==> src/rtl/core/mndt_pkg.sv <==
package mndt_pkg;

  // Item kinds
  localparam logic KIND_PLAY = 1'b0;
  localparam logic KIND_TICK = 1'b1;

  // Upper status nibbles
  localparam logic [3:0] NOTE_ON_HI  = 4'h9;
  localparam logic [3:0] NOTE_OFF_HI = 4'h8;

  // One table slot
  typedef struct packed {
    logic [31:0] start;
    logic [31:0] length;
    logic [6:0]  rel;
    logic [6:0]  vel;
    logic [6:0]  note;
    logic [3:0]  chan;
  } slot_t;

endpackage

==> src/rtl/core/mndt_cell.sv <==
module mndt_cell (
  input  logic          clk,
  input  logic          rst,
  input  logic          shift,
  input  mndt_pkg::slot_t d,
  output mndt_pkg::slot_t q
);

  // Note info resets to free; times stay unset until written.
  always_ff @(posedge clk) begin
    if (shift) begin
      q.start  <= d.start;
      q.length <= d.length;
    end
    if (rst) begin
      q.rel  <= '0;
      q.vel  <= '0;
      q.note <= '0;
      q.chan <= '0;
    end else if (shift) begin
      q.rel  <= d.rel;
      q.vel  <= d.vel;
      q.note <= d.note;
      q.chan <= d.chan;
    end
  end

endmodule

==> src/rtl/core/midi_note_duration_table_core.sv <==
// Channel   | Handshake         | Beat
// ----------+-------------------+----------------------------------------------
// command   | start, busy       | kind, now_time, channel, note_number,
//           |                   | velocity, duration, release_velocity
// result    | strobe            | status_byte, data_first, data_second, last
//
// Busy stays high for the whole beat: the slot ring rotates once through
// all SLOTS cells (one slot past the head per cycle), then a flush state;
// no new beat is taken until the block is idle again.
// A play beat shows its note-on in the cycle after acceptance. Note-offs of a
// tick come out one found slot late, the final one right after the flush cycle.
// Reset marks every slot free. Results are never stalled by the receiver.
module midi_note_duration_table_core #(
  parameter int SLOTS = 16
) (
  input  logic        clk,
  input  logic        rst,
  input  logic        start,
  output logic        busy,
  input  logic        kind,
  input  logic [31:0] now_time,
  input  logic [4:0]  channel,
  input  logic [6:0]  note_number,
  input  logic [6:0]  velocity,
  input  logic [31:0] duration,
  input  logic [6:0]  release_velocity,
  output logic        strobe,
  output logic [7:0]  status_byte,
  output logic [6:0]  data_first,
  output logic [6:0]  data_second,
  output logic        last
);

  localparam int SW = (SLOTS > 1) ? $clog2(SLOTS) : 1;
  localparam logic [SW-1:0] STEP_LAST = SW'(SLOTS - 1);

  typedef enum logic [1:0] {
    ST_IDLE,
    ST_SCAN,
    ST_FLUSH
  } state_t;

  state_t state;
  logic [SW-1:0] step;

  // Latched command
  logic            op;
  logic [31:0]     now_q;
  mndt_pkg::slot_t fresh;
  logic            placed;

  // Held-back note-off so that the final one can carry last
  logic       pend_valid;
  logic [3:0] pend_chan;
  logic [6:0] pend_note;
  logic [6:0] pend_rel;

  // Ring of slot cells; cell 0 is the head, the tail takes the write-back
  mndt_pkg::slot_t ring [SLOTS];
  mndt_pkg::slot_t wb;
  logic            shift;

  assign shift = (state == ST_SCAN);

  genvar k;
  generate
    for (k = 0; k < SLOTS; k++) begin : g_cell
      mndt_pkg::slot_t d_k;
      if (k == SLOTS - 1) begin : g_tail
        assign d_k = wb;
      end else begin : g_link
        assign d_k = ring[k+1];
      end
      mndt_cell u_cell (
        .clk  (clk),
        .rst  (rst),
        .shift(shift),
        .d    (d_k),
        .q    (ring[k])
      );
    end
  endgenerate

  // Head evaluation
  mndt_pkg::slot_t hd;
  logic [31:0]     age;
  logic            held;
  logic            expired;
  logic            take;
  logic [4:0]      chan_m1;

  assign hd      = ring[0];
  assign held    = (hd.vel != 7'd0);
  assign age     = now_q - hd.start;
  assign expired = (op == mndt_pkg::KIND_TICK) && held && (age > hd.length);
  assign take    = (op == mndt_pkg::KIND_PLAY) && !placed && !held;
  assign chan_m1 = channel - 5'd1;

  always_comb begin
    wb = hd;
    if (take) begin
      wb = fresh;
    end else if (expired) begin
      wb.vel = '0;
    end
  end

  assign busy = (state != ST_IDLE);

  always_ff @(posedge clk) begin
    if (rst) begin
      state      <= ST_IDLE;
      step       <= '0;
      placed     <= 1'b0;
      pend_valid <= 1'b0;
      strobe     <= 1'b0;
      last       <= 1'b0;
    end else begin
      strobe <= 1'b0;
      last   <= 1'b0;
      unique case (state)
        ST_IDLE: begin
          if (start) begin
            state        <= ST_SCAN;
            step         <= '0;
            placed       <= 1'b0;
            pend_valid   <= 1'b0;
            op           <= kind;
            now_q        <= now_time;
            fresh.start  <= now_time;
            fresh.length <= duration;
            fresh.rel    <= release_velocity;
            fresh.vel    <= velocity;
            fresh.note   <= note_number;
            fresh.chan   <= chan_m1[3:0];
            if (kind == mndt_pkg::KIND_PLAY) begin
              strobe      <= 1'b1;
              last        <= 1'b1;
              status_byte <= {mndt_pkg::NOTE_ON_HI, chan_m1[3:0]};
              data_first  <= note_number;
              data_second <= velocity;
            end
          end
        end
        ST_SCAN: begin
          if (take) begin
            placed <= 1'b1;
          end
          if (expired) begin
            if (pend_valid) begin
              strobe      <= 1'b1;
              status_byte <= {mndt_pkg::NOTE_OFF_HI, pend_chan};
              data_first  <= pend_note;
              data_second <= pend_rel;
            end
            pend_valid <= 1'b1;
            pend_chan  <= hd.chan;
            pend_note  <= hd.note;
            pend_rel   <= hd.rel;
          end
          if (step == STEP_LAST) begin
            state <= ST_FLUSH;
          end else begin
            step <= step + SW'(1);
          end
        end
        ST_FLUSH: begin
          if (pend_valid) begin
            strobe      <= 1'b1;
            last        <= 1'b1;
            status_byte <= {mndt_pkg::NOTE_OFF_HI, pend_chan};
            data_first  <= pend_note;
            data_second <= pend_rel;
          end
          pend_valid <= 1'b0;
          state      <= ST_IDLE;
        end
        default: begin
          state <= ST_IDLE;
        end
      endcase
    end
  end

endmodule
==> config.mk <==
export PLATFORM = sky130hd
export DESIGN_NAME = midi_note_duration_table_core
export DESIGN_NICKNAME = d
export VERILOG_FILES = /design/src/rtl/core/mndt_pkg.sv /design/src/rtl/core/mndt_cell.sv /design/src/rtl/core/midi_note_duration_table_core.sv
export SDC_FILE = /design/constraint.sdc
export NUM_CORES = 2
export LEC_CHECK = 0
export ABC_AREA = 1
export BUFFER_PORTS_ARGS = -buffer_cell sky130_fd_sc_hd__buf_2
export CAP_MARGIN = 10
export CORE_ASPECT_RATIO = 1.25
export CORE_MARGIN = 5
export CORE_UTILIZATION = 45
export DETAILED_ROUTE_END_ITERATION = 8
export PLACE_DENSITY = 0.68
export REMOVE_ABC_BUFFERS = 1
export SLEW_MARGIN = 10
export SYNTH_ARGS = -nofsm -noshare
export SYNTH_HDL_FRONTEND = slang
export SYNTH_HIERARCHICAL = 1
export SYNTH_SLANG_ARGS = --single-unit
==> constraint.sdc <==
create_clock -name clk -period 31.6 [get_ports clk]
set_input_delay 6.32 -clock clk [delete_from_list [all_inputs] [get_ports clk]]
set_output_delay 6.32 -clock clk [all_outputs]
set_load 0.05 [all_outputs]
# Word level (Yosys, flattened, before mapping)
# Index checks and enable logic that the tools add are counted.
[totals]
register_bits = 1564
inputBits = 94
wordCells = 184
[classes]
add_sub_neg = 3
order_cmp = 1
eq_ne = 9
n_mux = 36
n_bitwise = 2
reduce_logical = 18
[op_table]
columns = ["op", "count"]
rows = [
  ["71-bit 2-to-1 mux", 1],
  ["7-bit 2-to-1 mux", 10],
  ["7-bit case mux with 3 select lines", 2],
  ["32-bit greater-than comparator", 1],
  ["8-bit 2-to-1 mux", 4],
  ["32-bit subtractor", 1],
  ["8-bit case mux with 3 select lines", 1],
  ["3-bit AND reduction", 5],
  ["2-bit != test, second input constant", 6],
  ["11-bit 2-to-1 mux", 1],
  ["4-bit 2-to-1 mux", 2],
  ["4-bit case mux with 2 select lines", 1],
  ["1-bit 2-to-1 mux", 7],
  ["7-bit nonzero test", 1],
  ["1-bit case mux with 3 select lines", 2],
  ["5-bit AND reduction", 1],
  ["4-bit by 1-bit adder with 4-bit output, second input constant", 1],
  ["4-bit == test, second input constant", 1],
  ["1-bit logical AND", 4],
  ["2-bit 2-to-1 mux", 2],
  ["1-bit case mux with 2 select lines", 2],
  ["2-bit case mux with 2 select lines", 1],
  ["2-bit nonzero test", 2],
  ["4-bit by 1-bit subtractor with 4-bit output, second input constant", 1],
  ["7 further kinds", 9],
]

# Longest topological paths before layout
[logic_depth]
ltp_word = 5
ltp_mapped = 29
depth_no_buf = 29

# By module
# Netlist, hierarchy kept.
[modules_own_cells]
columns = ["module", "instances", "cells_each", "area_each_um2", "seq_area_each_um2"]
rows = [
  ["mndt_cell", 16, 223, 2987.9, 2422.3],
  ["midi_note_duration_table_core", 1, 949, 8491.9, 4103.9],
]

# Worst setup path after synthesis
# OpenSTA, ideal clock, no wires.
[synth_timing]
path_kind = "register to register"
start = "register state[0]"
end = "register pend_chan[0], enable pin"
arrival_time_ns = 25.888
t_required_ns = 31.207
slack_ns = 5.319
stages_incl_launch_ff = 5
synth_period_minus_slack_ns = 26.281
cell_sequence = "dfxtp_1 > ha_1 > clkbuf_1 > nand2_1 > nor2_1"
[synth_via]
elab_chain_len = 2
[synth_rtl]
columns = ["element", "line", "rtl"]
rows = [
  ["start, declared", "midi_note_duration_table_core.sv:43", "state_t state;"],
  ["start signal, assigned", "midi_note_duration_table_core.sv:112", "state <= ST_IDLE;"],
  ["start signal, assigned", "midi_note_duration_table_core.sv:124", "state <= ST_SCAN;"],
  ["start signal, assigned", "midi_note_duration_table_core.sv:162", "state <= ST_FLUSH;"],
  ["2-bit by 1-bit == test with 1-bit output", "-", ""],
  ["via shift", "midi_note_duration_table_core.sv:61", "logic shift;"],
  ["3-bit AND reduction (no line)", "-", ""],
  ["end signal, assigned", "midi_note_duration_table_core.sv:157", "pend_chan <= hd.chan;"],
  ["end, declared", "midi_note_duration_table_core.sv:54", "logic [3:0] pend_chan;"],
]
# The timed path passes the listed nets, and every way through them passes these cells.
# A chain may end at the register's enable or synchronous reset.

# Worst setup path after layout
[layout_timing]
start = "register state[0]"
end = "output port busy"
[layout_via]
elab_chain_len = 1
[layout_rtl]
columns = ["element", "line", "rtl"]
rows = [
  ["2-bit nonzero test", "midi_note_duration_table_core.sv:108", "assign busy = (state != ST_IDLE);"],
  ["end, declared", "midi_note_duration_table_core.sv:19", "output logic busy,"],
]
# Every way passes these cells.

==> impl_metrics.csv <==
group,metric,value,unit
synth,synth_edf_count,1154,
final_layout,fin_area,62490,µm²
synth,synth-seq-cells,1564,
global_route,first_global_vias,28173,
clock_network,cts_root_buffer,"clkbuf_16",
run_status,status,"finished clean",
critical_path,crit_path_top_delay_cell,"dfxtp_1",
clock_network,ctsHoldBuffers,0,
drt,drtPass1Iterations,5,
sta,setup_viol,0,
clock_network,cts_setup_buffers,0,
drt,drt-initial-drc-count,2255,
power_and_ir_drop,powerDensity,103.0,nW/µm²
critical_path,ff2ff_setup_slack,25.97,ns
sta,hold_viol,0,
power_and_ir_drop,switching_share,29.73,%
final_layout,area_delta_synth_final,10.99,%
clock_network,cts_tree,"built",
global_route,grtUsageTotal,14.09,%
global_route,grt_max_degree,282,
critical_path,r2r-end,"data_first[5]",
power_and_ir_drop,p_leak,23.38,nW
placement,routabilityCongestion,0.8541,
critical_path,cp_num_cells,4,
synth,yosys_warnings,6,
final_layout,mostFrequentLayoutCells,"1154 x edfxtp_1, 979 x nand2_1, 928 x nor2_1",
drt,vias,29514,
critical_path,path_buf_inv,3,
floorplan,ios,119,
final_layout,drive_gt1_share,7.981,%
clock_network,htreeDepth,4,
power_and_ir_drop,power_frac_clock,27.4,%
sta,clock.fmax,119.5,MHz
final_layout,final_nets,4820,
placement,place_area,57580,µm²
global_route,grt_pass1_wl,148.3,mm
critical_path,endpoint,"busy",
sta,finalWorstPathRequiredPeriod,8.371,ns
sta,fin_crit_sh,26.49,%
sta,slew_headroom,18.54,%
placement,hpwlAfterDp,57.64,mm
critical_path,max_stage_delay,0.40,ns
sta,rsz0062_at_grt,"no",
critical_path,cp-end-kind,"output port",
synth,avgSynthCellArea,12.46,µm²
synth,synthArstFlopShare,0,%
floorplan,start_util,45.17,%
drt,drc,0,
placement,portBuffers,117,
power_and_ir_drop,power.switching,1.913,mW
global_route,grt_overflow,0,
final_layout,final_util,50.13,%
critical_path,path_class,"reg2out",
clock_network,clkTransAtPathRegs,0.06,ns
clock_network,clock-sinks,1564,
critical_path,arrival,2.05,ns
floorplan,die_x,326.4,µm
sta,setup_tns,0,ns
floorplan,num_rows,145,
synth,synthCells,4517,
final_layout,fillers,10516,
global_route,antenna_found_initial,10,
job,maxCapViolCount,0,
drt,postRouteAntennaNets,0,
critical_path,cp-start-kind,"flip-flop",
critical_path,cp_cell_sequence,"inv_1 > ha_1 > inv_1 > buf_2",
synth,ys_types,37,
worst_hold_path,hp-class,"reg2reg",
critical_path,cp-startpoint,"state[0]",
power_and_ir_drop,p_int,4.521,mW
synth,synth_seq_area_share,76.13,%
sta,worst_clock_skew,0.02264,ns
critical_path,timing.rr.start,"fresh[62]",
power_and_ir_drop,peakVddDrop,0.00007912,V
critical_path,critPathMaxFanout,5,
floorplan,core-area,124600,µm²
floorplan,dieArea,132300,µm²
clock_network,cts.path.max_buffers,3,
critical_path,critPathRequiredTime,25.28,ns
power_and_ir_drop,p_total,6.434,mW
power_and_ir_drop,power_frac_seq,51.2,%
synth,syn_area,56300,µm²
sta,final_max_slew_viol_count,0,
final_layout,final_common_cell,"edfxtp_1",
critical_path,reg2reg_depth,18,
clock_network,cts_buffers,150,
critical_path,critical_path.top_delay_family,"buffers and inverters",
drt,drt-vias-per-instance,4.615,
clock_network,ctsResizeCount,0,
drt,wl_per_cell,14.72,µm
power_and_ir_drop,pwr-share-comb,21.3,%
critical_path,crit_top_cell,"inv_1",
sta,tightest_slew,1.222,ns
drt,wl,94.12,mm
synth,ys.flop_type,"edfxtp_1",
floorplan,die_y,405.5,µm
clock_network,insertion_delay,0.75,ns
## per-layer routing
| metal | track usage (%) | share of wire [%] | up-vias |
|---|---|---|---|
| met1 | 19.09 | 46 | 13900 |
| met3 | 2.866 | 4.2 | 236 |
| met5 | 0 | 0.044 | - |
| li1 | - | - | 14868 |
| met4 | 6.044 | 3.7 | 6 |
| met2 | 22.36 | 46 | 504 |
## cell usage after synthesis (11+ instances only)
cell,instances,area share (%)
o21ai_0,26,0.23
clkbuf_1,11,0.073
dfxtp_1,410,15
nand2_1,979,6.5
inv_4,16,0.18
nand3_1,38,0.34
buf_6,130,2.6
xor2_1,19,0.30
inv_1,526,3.5
ha_1,69,1.5
nor2_1,929,6.2
edfxtp_1,1154,62
a21oi_1,120,1.1
## sequential cells by signal (all words and copies together) (netlist names), 2 cells and up
| signal | cells |
|---|---|
| pend_note | 7 |
| fresh | 89 |
| state | 2 |
| status_byte | 8 |
| pend_rel | 7 |
| step | 4 |
| data_first | 7 |
| g_cell.u_cell/q | 1424 |
| data_second | 7 |
| pend_chan | 4 |
## cell families (layout without fill, tap and decap cells)
logic type	Yosys count	in the layout	synth area share (%)
buf+inv	692	949	6.434
fa+ha+maj	70	70	1.569
xor+xnor	29	29	0.4512
compound gates	179	179	1.740
other cells	0	4	0
mux	20	20	0.4001
flops	1564	1564	76.13
simple gates	1963	1963	13.27
## how the worst min path moves through the flow
stage                                  startpoint                      end  slack [ns]  depth (start not counted)
after global routing       g_cell[3].u_cell/q[79]   g_cell[2].u_cell/q[79]        0.41                          0
after global placement    g_cell[12].u_cell/q[47]  g_cell[11].u_cell/q[47]        0.40                          0
final                      g_cell[9].u_cell/q[54]   g_cell[8].u_cell/q[54]        0.41                          0
after floorplan            g_cell[1].u_cell/q[25]   g_cell[0].u_cell/q[25]        0.40                          0
after CTS                  g_cell[9].u_cell/q[54]   g_cell[8].u_cell/q[54]        0.41                          0
after detailed placement   g_cell[1].u_cell/q[46]   g_cell[0].u_cell/q[46]        0.40                          0
## stage by stage
| step | instances | worst slack, ns | hold slack, ns |
|---|---|---|---|
| 4_1_cts | 6391 | 23.16 | 0.4081 |
| 3_3_place_gp | 6121 | 23.25 | 0.4001 |
| 6_report | 6395 | 23.23 | 0.4050 |
| 3_5_place_dp | 6121 | 23.22 | 0.4045 |
| 2_1_floorplan | 4369 | -9.675 | 0.4003 |
| 5_1_grt | 6391 | 23.13 | 0.4139 |
## area by class of cell
cell class | instances | area (µm²) | area share, %
antenna | 4 | 10.01 | 0.01602
clock buffer | 202 | 4209 | 6.736
clock inverter | 68 | 686.9 | 1.099
inverter | 544 | 2082 | 3.332
multi-input combinational | 2261 | 9843 | 15.75
sequential | 1564 | 42860 | 68.59
tap | 1617 | 2023 | 3.238
timing repair buffer | 135 | 770.7 | 1.233
## worst register-to-register path, delay by kind of cell (launching register included)
kind	cells	cell delay [ns]
DFF	1	0.51
AOI/OAI and AO/OA	3	1.13
adders and majority gates	2	0.78
and+or+nand+nor	12	2.57
xor gates and xnor gates	1	0.24
## power by group through the flow
stage               sequential [mW]  combinational (mW)  clock (mW)
floorplan                      4.14                2.45           0
global placement               3.31                1.35           0
detailed placement             3.34                1.39           0
CTS                            3.31                1.39        1.82
global route                   3.36                1.58        1.91
finish                         3.30                1.37        1.77
No activity file was read; power rests on OpenSTA's default activity.
